$ cat src/hw/rtl/ppts_pkg.sv
// Package for the periodic priority task scheduler.
// Holds the word types, the table entry layout and the item and status codes.
// No dependencies.
package ppts_pkg;

  localparam int MAX_TASKS_DEF = 8;

  localparam int KIND_W   = 2;
  localparam int ID_W     = 8;
  localparam int PERIOD_W = 16;
  localparam int PRIO_W   = 8;
  localparam int SLOTO_W  = 3;
  localparam int STATUS_W = 2;
  localparam int TSTATE_W = 2;

  // Item kinds.
  localparam logic [KIND_W-1:0] KIND_CREATE   = 2'd0;
  localparam logic [KIND_W-1:0] KIND_DELETE   = 2'd1;
  localparam logic [KIND_W-1:0] KIND_TICK     = 2'd2;
  localparam logic [KIND_W-1:0] KIND_DISPATCH = 2'd3;

  // Result status codes.
  localparam logic [STATUS_W-1:0] STATUS_OK        = 2'd0;
  localparam logic [STATUS_W-1:0] STATUS_FULL      = 2'd1;
  localparam logic [STATUS_W-1:0] STATUS_NOT_FOUND = 2'd2;

  // Per-slot task status.
  localparam logic [TSTATE_W-1:0] TS_READY   = 2'd0;
  localparam logic [TSTATE_W-1:0] TS_WAITING = 2'd1;
  localparam logic [TSTATE_W-1:0] TS_DELETED = 2'd2;

  typedef struct packed {
    logic [KIND_W-1:0]   kind;
    logic [ID_W-1:0]     task_id;
    logic [PERIOD_W-1:0] period;
    logic [PRIO_W-1:0]   priority_req;
  } in_word_t;

  typedef struct packed {
    logic                dispatch_valid;
    logic [SLOTO_W-1:0]  dispatched_slot;
    logic [ID_W-1:0]     dispatched_id;
    logic [STATUS_W-1:0] status;
  } out_word_t;

  typedef struct packed {
    logic [TSTATE_W-1:0] tstate;
    logic [ID_W-1:0]     ident;
    logic [PRIO_W-1:0]   prio;
    logic [PERIOD_W-1:0] period;
    logic [PERIOD_W-1:0] countdown;
  } entry_t;

endpackage

$ cat src/hw/rtl/periodic_priority_task_scheduler_unit.sv
// Top level of the periodic priority task scheduler.
// Keeps the task table in one synchronous memory and walks it for non-create items.
// Depends on ppts_pkg.
//
//  channel  ports                     handshake
//  input    start, busy, in_word      taken when start is high and busy is low
//  result   out_valid, out_word       one word per item, valid for one cycle
//
// A create item's result word is shown in the cycle right after the edge that takes it.
// Delete, tick and dispatch items walk the created slots through the single read
// port, one slot per cycle, a delete stopping at its first match; busy stays high
// during the walk and the result word is shown in the cycle after, when a new word
// may already be taken.
// After reset the table is empty and the block is idle; results cannot be held off.
module periodic_priority_task_scheduler_unit #(
  parameter int MAX_TASKS = ppts_pkg::MAX_TASKS_DEF
) (
  input  logic                clk,
  input  logic                rst_n,
  input  logic                start,
  output logic                busy,
  input  ppts_pkg::in_word_t  in_word,
  output logic                out_valid,
  output ppts_pkg::out_word_t out_word
);

  localparam int SLOT_W = (MAX_TASKS > 1) ? $clog2(MAX_TASKS) : 1;
  localparam int CNT_W  = $clog2(MAX_TASKS + 1);

  typedef enum logic [1:0] {
    S_IDLE,
    S_WALK,
    S_FINISH
  } fsm_t;

  fsm_t                             state_r;
  logic [ppts_pkg::KIND_W-1:0]      kind_r;
  logic [ppts_pkg::ID_W-1:0]        id_r;
  logic [CNT_W-1:0]                 count_r;
  logic [CNT_W-1:0]                 idx_r;
  logic                             issue_r;
  logic [SLOT_W-1:0]                eidx_r;
  logic                             any_r;
  logic                             found_r;
  logic [SLOT_W-1:0]                best_r;
  ppts_pkg::entry_t                 best_ent_r;
  ppts_pkg::entry_t                 rdata_r;
  logic                             out_valid_r;
  ppts_pkg::out_word_t              out_word_r;

  ppts_pkg::entry_t                 mem [MAX_TASKS];

  logic                             accept;
  logic                             table_full;
  logic                             del_hit;
  logic                             take_best;
  logic                             next_issue;
  logic                             rd_en;
  logic [SLOT_W-1:0]                rd_addr;
  logic                             mem_we;
  logic [SLOT_W-1:0]                mem_waddr;
  ppts_pkg::entry_t                 mem_wdata;
  ppts_pkg::entry_t                 ent_tick;
  logic [ppts_pkg::PERIOD_W-1:0]    cd_dec;

  assign busy       = (state_r != S_IDLE);
  assign accept     = start && (state_r == S_IDLE);
  assign table_full = (count_r >= CNT_W'(MAX_TASKS));

  // Evaluation stage: rdata_r holds slot eidx_r when issue_r is set.
  assign del_hit   = (state_r == S_WALK) && issue_r && (kind_r == ppts_pkg::KIND_DELETE) &&
                     (rdata_r.ident == id_r);
  assign take_best = (state_r == S_WALK) && issue_r && (kind_r == ppts_pkg::KIND_DISPATCH) &&
                     (rdata_r.tstate == ppts_pkg::TS_READY) &&
                     (!any_r || (rdata_r.prio >= best_ent_r.prio));

  assign next_issue = (idx_r < count_r) && !del_hit;
  assign rd_en      = (state_r == S_WALK) && next_issue;
  assign rd_addr    = idx_r[SLOT_W-1:0];

  assign cd_dec = rdata_r.countdown - ppts_pkg::PERIOD_W'(1);

  always_comb begin
    ent_tick = rdata_r;
    if (cd_dec == '0) begin
      ent_tick.tstate    = ppts_pkg::TS_READY;
      ent_tick.countdown = rdata_r.period;
    end else begin
      ent_tick.countdown = cd_dec;
    end
  end

  // Single write port: create, delete mark, tick update, dispatch mark.
  always_comb begin
    mem_we    = 1'b0;
    mem_waddr = eidx_r;
    mem_wdata = rdata_r;
    case (state_r)
      S_IDLE: begin
        if (accept && (in_word.kind == ppts_pkg::KIND_CREATE) && !table_full) begin
          mem_we              = 1'b1;
          mem_waddr           = count_r[SLOT_W-1:0];
          mem_wdata.tstate    = ppts_pkg::TS_READY;
          mem_wdata.ident     = in_word.task_id;
          mem_wdata.prio      = in_word.priority_req;
          mem_wdata.period    = in_word.period;
          mem_wdata.countdown = in_word.period;
        end
      end
      S_WALK: begin
        if (del_hit) begin
          mem_we           = 1'b1;
          mem_wdata.tstate = ppts_pkg::TS_DELETED;
        end else if (issue_r && (kind_r == ppts_pkg::KIND_TICK) &&
                     (rdata_r.tstate == ppts_pkg::TS_WAITING)) begin
          mem_we    = 1'b1;
          mem_wdata = ent_tick;
        end
      end
      S_FINISH: begin
        if ((kind_r == ppts_pkg::KIND_DISPATCH) && any_r) begin
          mem_we           = 1'b1;
          mem_waddr        = best_r;
          mem_wdata        = best_ent_r;
          mem_wdata.tstate = ppts_pkg::TS_WAITING;
        end
      end
      default: begin
        mem_we = 1'b0;
      end
    endcase
  end

  // Reads and writes never touch the same slot in one cycle: the tick write
  // trails the read by one slot and the dispatch write comes after the walk.
  always_ff @(posedge clk) begin
    if (mem_we) begin
      mem[mem_waddr] <= mem_wdata;
    end
    if (rd_en) begin
      rdata_r <= mem[rd_addr];
    end
  end

  always_ff @(posedge clk) begin
    if (!rst_n) begin
      state_r     <= S_IDLE;
      count_r     <= '0;
      idx_r       <= '0;
      issue_r     <= 1'b0;
      any_r       <= 1'b0;
      found_r     <= 1'b0;
      out_valid_r <= 1'b0;
    end else begin
      out_valid_r <= 1'b0;
      case (state_r)
        S_IDLE: begin
          if (accept) begin
            kind_r  <= in_word.kind;
            id_r    <= in_word.task_id;
            idx_r   <= '0;
            issue_r <= 1'b0;
            any_r   <= 1'b0;
            found_r <= 1'b0;
            if (in_word.kind == ppts_pkg::KIND_CREATE) begin
              out_valid_r                <= 1'b1;
              out_word_r.dispatch_valid  <= 1'b0;
              out_word_r.dispatched_slot <= '0;
              out_word_r.dispatched_id   <= '0;
              if (table_full) begin
                out_word_r.status <= ppts_pkg::STATUS_FULL;
              end else begin
                out_word_r.status <= ppts_pkg::STATUS_OK;
                count_r           <= count_r + CNT_W'(1);
              end
            end else begin
              state_r <= S_WALK;
            end
          end
        end
        S_WALK: begin
          if (take_best) begin
            any_r      <= 1'b1;
            best_r     <= eidx_r;
            best_ent_r <= rdata_r;
          end
          if (del_hit) begin
            found_r <= 1'b1;
          end
          issue_r <= next_issue;
          if (next_issue) begin
            eidx_r <= idx_r[SLOT_W-1:0];
            idx_r  <= idx_r + CNT_W'(1);
          end else begin
            state_r <= S_FINISH;
          end
        end
        S_FINISH: begin
          state_r     <= S_IDLE;
          out_valid_r <= 1'b1;
          if ((kind_r == ppts_pkg::KIND_DISPATCH) && any_r) begin
            out_word_r.dispatch_valid  <= 1'b1;
            out_word_r.dispatched_slot <= ppts_pkg::SLOTO_W'(best_r);
            out_word_r.dispatched_id   <= best_ent_r.ident;
          end else begin
            out_word_r.dispatch_valid  <= 1'b0;
            out_word_r.dispatched_slot <= '0;
            out_word_r.dispatched_id   <= '0;
          end
          if ((kind_r == ppts_pkg::KIND_DELETE) && !found_r) begin
            out_word_r.status <= ppts_pkg::STATUS_NOT_FOUND;
          end else begin
            out_word_r.status <= ppts_pkg::STATUS_OK;
          end
        end
        default: begin
          state_r <= S_IDLE;
        end
      endcase
    end
  end

  assign out_valid = out_valid_r;
  assign out_word  = out_word_r;

endmodule

$ cat config.mk
export PLATFORM = sky130hd
export DESIGN_NAME = periodic_priority_task_scheduler_unit
export DESIGN_NICKNAME = d
export VERILOG_FILES = /design/src/hw/rtl/ppts_pkg.sv /design/src/hw/rtl/periodic_priority_task_scheduler_unit.sv
export SDC_FILE = /design/constraint.sdc
export NUM_CORES = 1
export LEC_CHECK = 0
export BUFFER_PORTS_ARGS = -buffer_cell sky130_fd_sc_hd__clkbuf_2
export CAP_MARGIN = 20
export CORE_UTILIZATION = 62
export CTS_BUF_LIST = sky130_fd_sc_hd__clkbuf_4 sky130_fd_sc_hd__clkbuf_8 sky130_fd_sc_hd__clkbuf_16
export DETAILED_ROUTE_END_ITERATION = 10
export PLACE_DENSITY_LB_ADDON = 0.1
export SYNTH_ARGS = -nofsm -noshare
export SYNTH_HDL_FRONTEND = slang
export SYNTH_SLANG_ARGS = --single-unit
export TNS_END_PERCENT = 50
$ cat constraint.sdc
create_clock -name clk -period 7.65 [get_ports clk]
set_input_delay 1.1475 -clock clk [delete_from_list [all_inputs] [get_ports clk]]
set_output_delay 1.1475 -clock clk [all_outputs]
set_load 0.02 [all_outputs]
==> results of run 1 <==
==> placed cells by master (no fill, tap or decap), drive strengths merged, types with 9 or more instances in the layout <==
cell type and n:
mux4 100, nand2b 9, dfxtp 14, a221o 19, nor3 20, o21ai 32, nor4 9, mux2 52
a21oi 20, edfxtp 528, clkinv 13, buf 20, a21boi 9, clkbuf 125, nand2 68, nand3 13
inv 22, nor2 29, ha 16, xor2 12, and2 21, a22oi 19
==> stage by stage <==
stage / utilization / setup slack, ns / hold WS (ns) / instance area, um2 / total power (uW)
finish: 0.701 / 2.81 / 0.481 / 24200 / 5940
global route: 0.701 / 2.54 / 0.498 / 24200 / 6090
CTS: 0.701 / 2.77 / 0.480 / 24200 / 5970
detailed placement: 0.654 / 2.36 / 0.456 / 22600 / 3560
global placement: 0.654 / 2.45 / 0.451 / 22600 / 3550
floorplan: - / 1.05 / 0.421 / 21800 / 3480
==> path summary, 6_finish.rpt <==
path	endpoint	slack, ns	cells past startpoint
setup / recovery	mem[6][23]$_DFFE_PP_	2.81	8
hold / removal	found_r$_SDFFE_PN0P_	0.48	2
setup reg to reg	mem[6][23]$_DFFE_PP_	2.81	8
hold reg to reg	found_r$_SDFFE_PN0P_	0.48	2
==> synth_stat cells (all sizes together) (9+ instances only) <==
master    n  share of area
inv      22         0.0038
dfxtp    14          0.013
nor4      9         0.0042
a21oi    20         0.0046
buf      26         0.0060
and2     21         0.0060
a21boi    9         0.0031
nor2     29         0.0050
o21ai    32         0.0073
xor2     12         0.0048
nand3    13         0.0030
edfxtp  528           0.73
nor3     20         0.0046
mux2     52          0.027
a22oi    19         0.0065
ha       16         0.0092
a221o    19         0.0087
nand2    68          0.012
nand2b    9         0.0026
clkbuf   38         0.0066
mux4    100           0.10
==> power breakdown <==
part	internal [uW]	switching (uW)
clock	1420	1030
sequential	3290	17.6
combinational	60.6	124
==> metal layers <==
metal,track usage,up-vias
met5,0,-
met4,0.0654,0
met3,0.0382,68
met2,0.429,409
met1,0.398,5773
li1,-,4819
==> state kept, by name (all words and copies together) (netlist names) <==
| signal | flops |
|---|---|
| any_r | 1 |
| best_ent_r | 48 |
| best_r | 3 |
| count_r | 4 |
| eidx_r | 3 |
| ent_tick | 32 |
| found_r | 1 |
| id_r | 8 |
| idx_r | 4 |
| issue_r | 1 |
| kind_r | 2 |
| mem | 400 |
| out_valid | 1 |
| out_word | 14 |
| rdata_r | 18 |
| state_r | 2 |
==> kinds of logic (layout without fill, tap and decap cells) <==
group | count (synthesis) | in the layout | share of synthesized area
buf+inv | 86 | 184 | 0.0164
mux | 155 | 155 | 0.132
simple gates | 195 | 195 | 0.0460
compound gates | 146 | 146 | 0.0490
xor+xnor | 18 | 18 | 0.00723
flops | 542 | 542 | 0.740
fa+ha+maj | 16 | 16 | 0.00919
==> worst max-delay path, cell delays in order (launching register included) <==
cell	delay, ns
dfxtp_1	0.90
or3b_1	0.38
nor4_4	0.05
buf_4	0.34
nor2_4	0.93
a221o_1	0.43
nand2_1	0.18
nor2_4	0.68
buf_4	0.52
==> area by class of cell <==
cell class                      instances  area, um2
Tap cell                              455        569
Inverter                               22       82.6
Timing Repair Buffer                   73        418
Fill cell                            2193      10300
Clock inverter                         17        130
Clock buffer                           72       1490
Sequential cell                       542      16100
Multi-Input combinational cell        530       5400
==> run_results.csv, run 1 <==
group,metric,value,unit
die,initial_core_util,0.631,
hold_path,worstHoldStart,"found_r$_SDFFE_PN0P_",
detailed_routing,dr_wl_met3,2910,um
die,dieHeight,189,um
power_and_ir_drop,leakage,0.00775,uW
detailed_routing,final_antenna_net_count,0,
cts,cts.clk_slew.worst_paths,0.06,ns
timing,skew,0.0188,ns
cts,clockBufferDepth,3,
setup_path,cp_max_fo,55,
finish,drive_gt1_frac,0.265,
grt,first_global_vias,11100,
setup_path,arrival,5.05,ns
cts,clock_latency,0.56,ns
detailed_routing,vias,11100,
die,rows,68,
finish,diodes,0,
detailed_routing,first_pass_iters,8,
timing,relSlewSlack,0.252,
logic_synthesis,synth-seq-cells,542,
detailed_routing,drc,0,
finish,area_growth,11.2,%
setup_path,path_class,"register to register",
logic_synthesis,synth.cell_area,21800,um2
cts,cts_sinks,542,
die,core-area,34500,um2
cts,htree_num_levels,2,
timing,tightest_slew,1.12,ns
cts,clock-root-buffer,"clkbuf_16",
cts,ctsHoldBuffers,0,
logic_synthesis,postSynth.asyncResetShare,0,
die,die_w,189,um
detailed_routing,wl,46200,um
setup_path,endpoint_kind,"register",
power_and_ir_drop,ir_drop,0.222,mV
detailed_routing,wl_met1,19700,um
timing,finalSetupViolCount,0,
logic_synthesis,synth_edf_count,528,
detailed_routing,routed.top_layer,"met4",
run,drv_cap,0,
power_and_ir_drop,power_density,245,nW/um2
setup_path,crit_required,7.86,ns
detailed_routing,route.detailed.wl_per_inst,27.0,um
cts,cts_buffers,52,
cts,post_cts_resized,0,
timing,min_period,4.84,ns
hold_path,hold_path.class,"register to register",
setup_path,startpoint,"state_r[0]$_SDFFE_PN0P_",
grt,grt_use_total,0.269,
detailed_routing,wl_met2,22700,um
placed_design,gp_congestion,0.820,
logic_synthesis,ys_types,64,
grt,grt_overflow,0,
logic_synthesis,avgSynthCellArea,18.8,um2
setup_path,reg2reg_from,"state_r[0]$_SDFFE_PN0P_",
placed_design,dpl.hpwl,27200,um
logic_synthesis,ys.flop_type,"edfxtp_1",
detailed_routing,vias_per_cell,6.47,
logic_synthesis,synth_seq_area_share,0.740,
logic_synthesis,syn_nets,1211,
grt,antenna_found_initial,0,
timing,fin_crit_sh,0.632,
finish,finalNetCount,1274,
timing,setup_tns,0,ns
die,design.portCount,53,
cts,cts_tree,"built",
placed_design,portBuffers,52,
cts,post-cts-setup-buffers,0,
setup_path,start_kind,"register",
placed_design,place_inst,1621,
outcome,status,"finished, final reports clean",
logic_synthesis,synthCells,1158,
timing,rsz0062_at_grt,"false",
grt,grt_max_degree,58,
die,die_area,35900,um2
logic_synthesis,yosys_warnings,0,
grt,grt_pass1_wl,70100,um
timing,slew_viol_final,0,
finish,final_cells,1711,
detailed_routing,drt_iter0_markers,1186,
timing,hold_violations,0,
timing,maxClockFrequency,207,MHz
Power figures use the tool's default switching activity.
==> run 2, diff against run 1 <==
--- a/config.mk
+++ b/config.mk
@@ -7,7 +7,7 @@
 export LEC_CHECK = 0
 export BUFFER_PORTS_ARGS = -buffer_cell sky130_fd_sc_hd__clkbuf_2
 export CAP_MARGIN = 20
-export CORE_UTILIZATION = 62
+export CORE_UTILIZATION = 56
 export CTS_BUF_LIST = sky130_fd_sc_hd__clkbuf_4 sky130_fd_sc_hd__clkbuf_8 sky130_fd_sc_hd__clkbuf_16
 export DETAILED_ROUTE_END_ITERATION = 10
 export PLACE_DENSITY_LB_ADDON = 0.1
==> constraint.sdc (replaced) <==
create_clock -name clk -period 3.9 [get_ports clk]
set_input_delay 0.585 -clock clk [delete_from_list [all_inputs] [get_ports clk]]
set_output_delay 0.585 -clock clk [all_outputs]
set_load 0.02 [all_outputs]
==> run 2 against run 1 <==
Net effect:
- final cell count is 5.6% higher
- wire length rose by 0.51%
- worst setup slack got worse by 2.4 ns
- sequential power rose by 96%
- combinational power increased by 110%
- count of clock-buffer cells in the layout up 2
- total power rose by 100%
- first-iteration DRC count down 21%
==> run_results.csv, run 2 (synthesized netlist as in run 1, its figures left out) <==
group,metric,value,unit
die,die_area,39700,um2
timing,maxClockFrequency,291,MHz
setup_path,arrival,3.74,ns
timing,slew_viol_final,0,
die,rows,71,
hold_path,hold_path.class,"input pin to register",
detailed_routing,final_antenna_net_count,0,
grt,grt_max_degree,57,
placed_design,placed_area,23000,um2
finish,final_area,24700,um2
grt,antenna_found_initial,0,
placed_design,portBuffers,52,
timing,relSlewSlack,0.341,
die,initial_core_util,0.573,
timing,hold_violations,0,
die,core-area,38000,um2
setup_path,endpoint_kind,"register",
detailed_routing,route.detailed.wl_per_inst,25.7,um
grt,grt_pass1_wl,70400,um
timing,skew,0.0154,ns
power_and_ir_drop,clockPowerShare,0.423,
cts,clock_latency,0.59,ns
outcome,status,"finished, final reports clean",
detailed_routing,drt_iter0_markers,941,
finish,drive_gt1_frac,0.284,
power_and_ir_drop,internal-power,9500,uW
run,drv_cap,0,
finish,largest_register,"mem",
cts,cts_sinks,542,
finish,finalNetCount,1303,
finish,final_common_cell,"edfxtp_1",
cts,ctsHoldBuffers,0,
detailed_routing,drc,0,
setup_path,start_kind,"register",
timing,setup_tns,0,ns
grt,grt_overflow,0,
setup_path,path_class,"register to register",
grt,first_global_vias,11300,
detailed_routing,wl,46400,um
power_and_ir_drop,p_seq_frac,0.545,
finish,diodes,0,
cts,cts.clk_slew.worst_paths,0.06,ns
die,dieHeight,199,um
cts,cts_buffers,55,
power_and_ir_drop,leakage,0.00799,uW
cts,post_cts_resized,0,
detailed_routing,first_pass_iters,5,
timing,min_period,3.44,ns
power_and_ir_drop,swShare,0.201,
detailed_routing,vias,11300,
power_and_ir_drop,switchingPower,2380,uW
cts,post-cts-setup-buffers,0,
placed_design,gp_congestion,0.889,
power_and_ir_drop,ir_drop,0.406,mV
setup_path,cp_max_fo,9,
cts,cts_tree,"built",
timing,tightest_slew,0.989,ns
die,die_w,199,um
cts,clockBufferDepth,3,
timing,rsz0062_at_grt,"false",
timing,finalSetupViolCount,0,
cts,htree_num_levels,2,
power_and_ir_drop,comb_power_share,0.032,
finish,area_growth,13.5,%
die,design.portCount,53,
detailed_routing,vias_per_cell,6.23,
cts,clock-root-buffer,"clkbuf_16",
setup_path,crit_required,4.20,ns
timing,fin_crit_sh,0.882,
power_and_ir_drop,power_density,481,nW/um2
grt,grt_use_total,0.245,
finish,largest_reg_flops,400,
placed_design,dpl.hpwl,27300,um
finish,most-common-layout-cells,"edfxtp_1, mux4_2, nand2_1, clkbuf_16",
[run 2: cell types whose count changed in the layout (fill, tap and decap cells not counted), sizes merged]
cell and change:
buf +27, clkbuf +1, clkinv +14, clkinvlp -2
[run 2: power by group through the flow]
stage | sequential [uW] | clock [uW] | combinational, uW
2_1_floorplan | 6600 | 0 | 217
3_3_place_gp | 6600 | 0 | 374
3_5_place_dp | 6600 | 0 | 382
4_1_cts | 6480 | 5130 | 383
5_1_grt | 6480 | 5340 | 414
6_report | 6480 | 5030 | 381
[run 2: final timing paths]
check,slack [ns],end,from,cells after the start
worst max-delay path,0.46,mem[0][0]$_DFFE_PP_,rdata_r[1]$_DFFE_PP_,9
worst min-delay path,0.19,id_r[1]$_DFFE_PP_,in_word[25],1
worst max register to register,0.46,mem[0][0]$_DFFE_PP_,rdata_r[1]$_DFFE_PP_,9
worst min register to register,0.46,best_r[2]$_DFFE_PP_,eidx_r[2]$_DFFE_PP_,0
[run 2: critical path, cell delays in order, from the launching register on]
cell and delay (ns):
edfxtp_1 0.51, inv_1 0.15, ha_1 0.29, or3b_2 0.49
nand4bb_1 0.22, xnor2_1 0.18, a311oi_1 0.24, and4_1 0.24
mux2_2 0.34, o21ai_1 0.48
[run 2: through the flow]
step	total power, uW	hold WS, ns	cells	setup WS (ns)	util
final	11900	0.188	1807	0.460	0.651
after global routing	12200	0.167	1807	0.210	0.651
after CTS	12000	0.155	1807	0.506	0.651
after detailed placement	6980	0.449	1704	0.467	0.605
after global placement	6970	0.463	1704	0.587	0.605
after floorplan	6820	0.421	1158	-0.828	-
[run 2: area by class of cell]
cell class	count	area, um2
Fill cell	2652	13300
Clock inverter	29	183
Clock buffer	74	1550
Multi-Input combinational cell	530	5410
Tap cell	511	639
Timing Repair Buffer	99	726
Inverter	22	82.6
Sequential cell	542	16100
[run 2: routing by layer]
layer | up-vias | GRT usage | part of all wire
li1 | 4894 | - | -
met1 | 5885 | 0.349 | 0.43
met2 | 389 | 0.389 | 0.48
met3 | 85 | 0.0388 | 0.060
met4 | 0 | 0.0852 | 0.027
met5 | - | 0 | 0
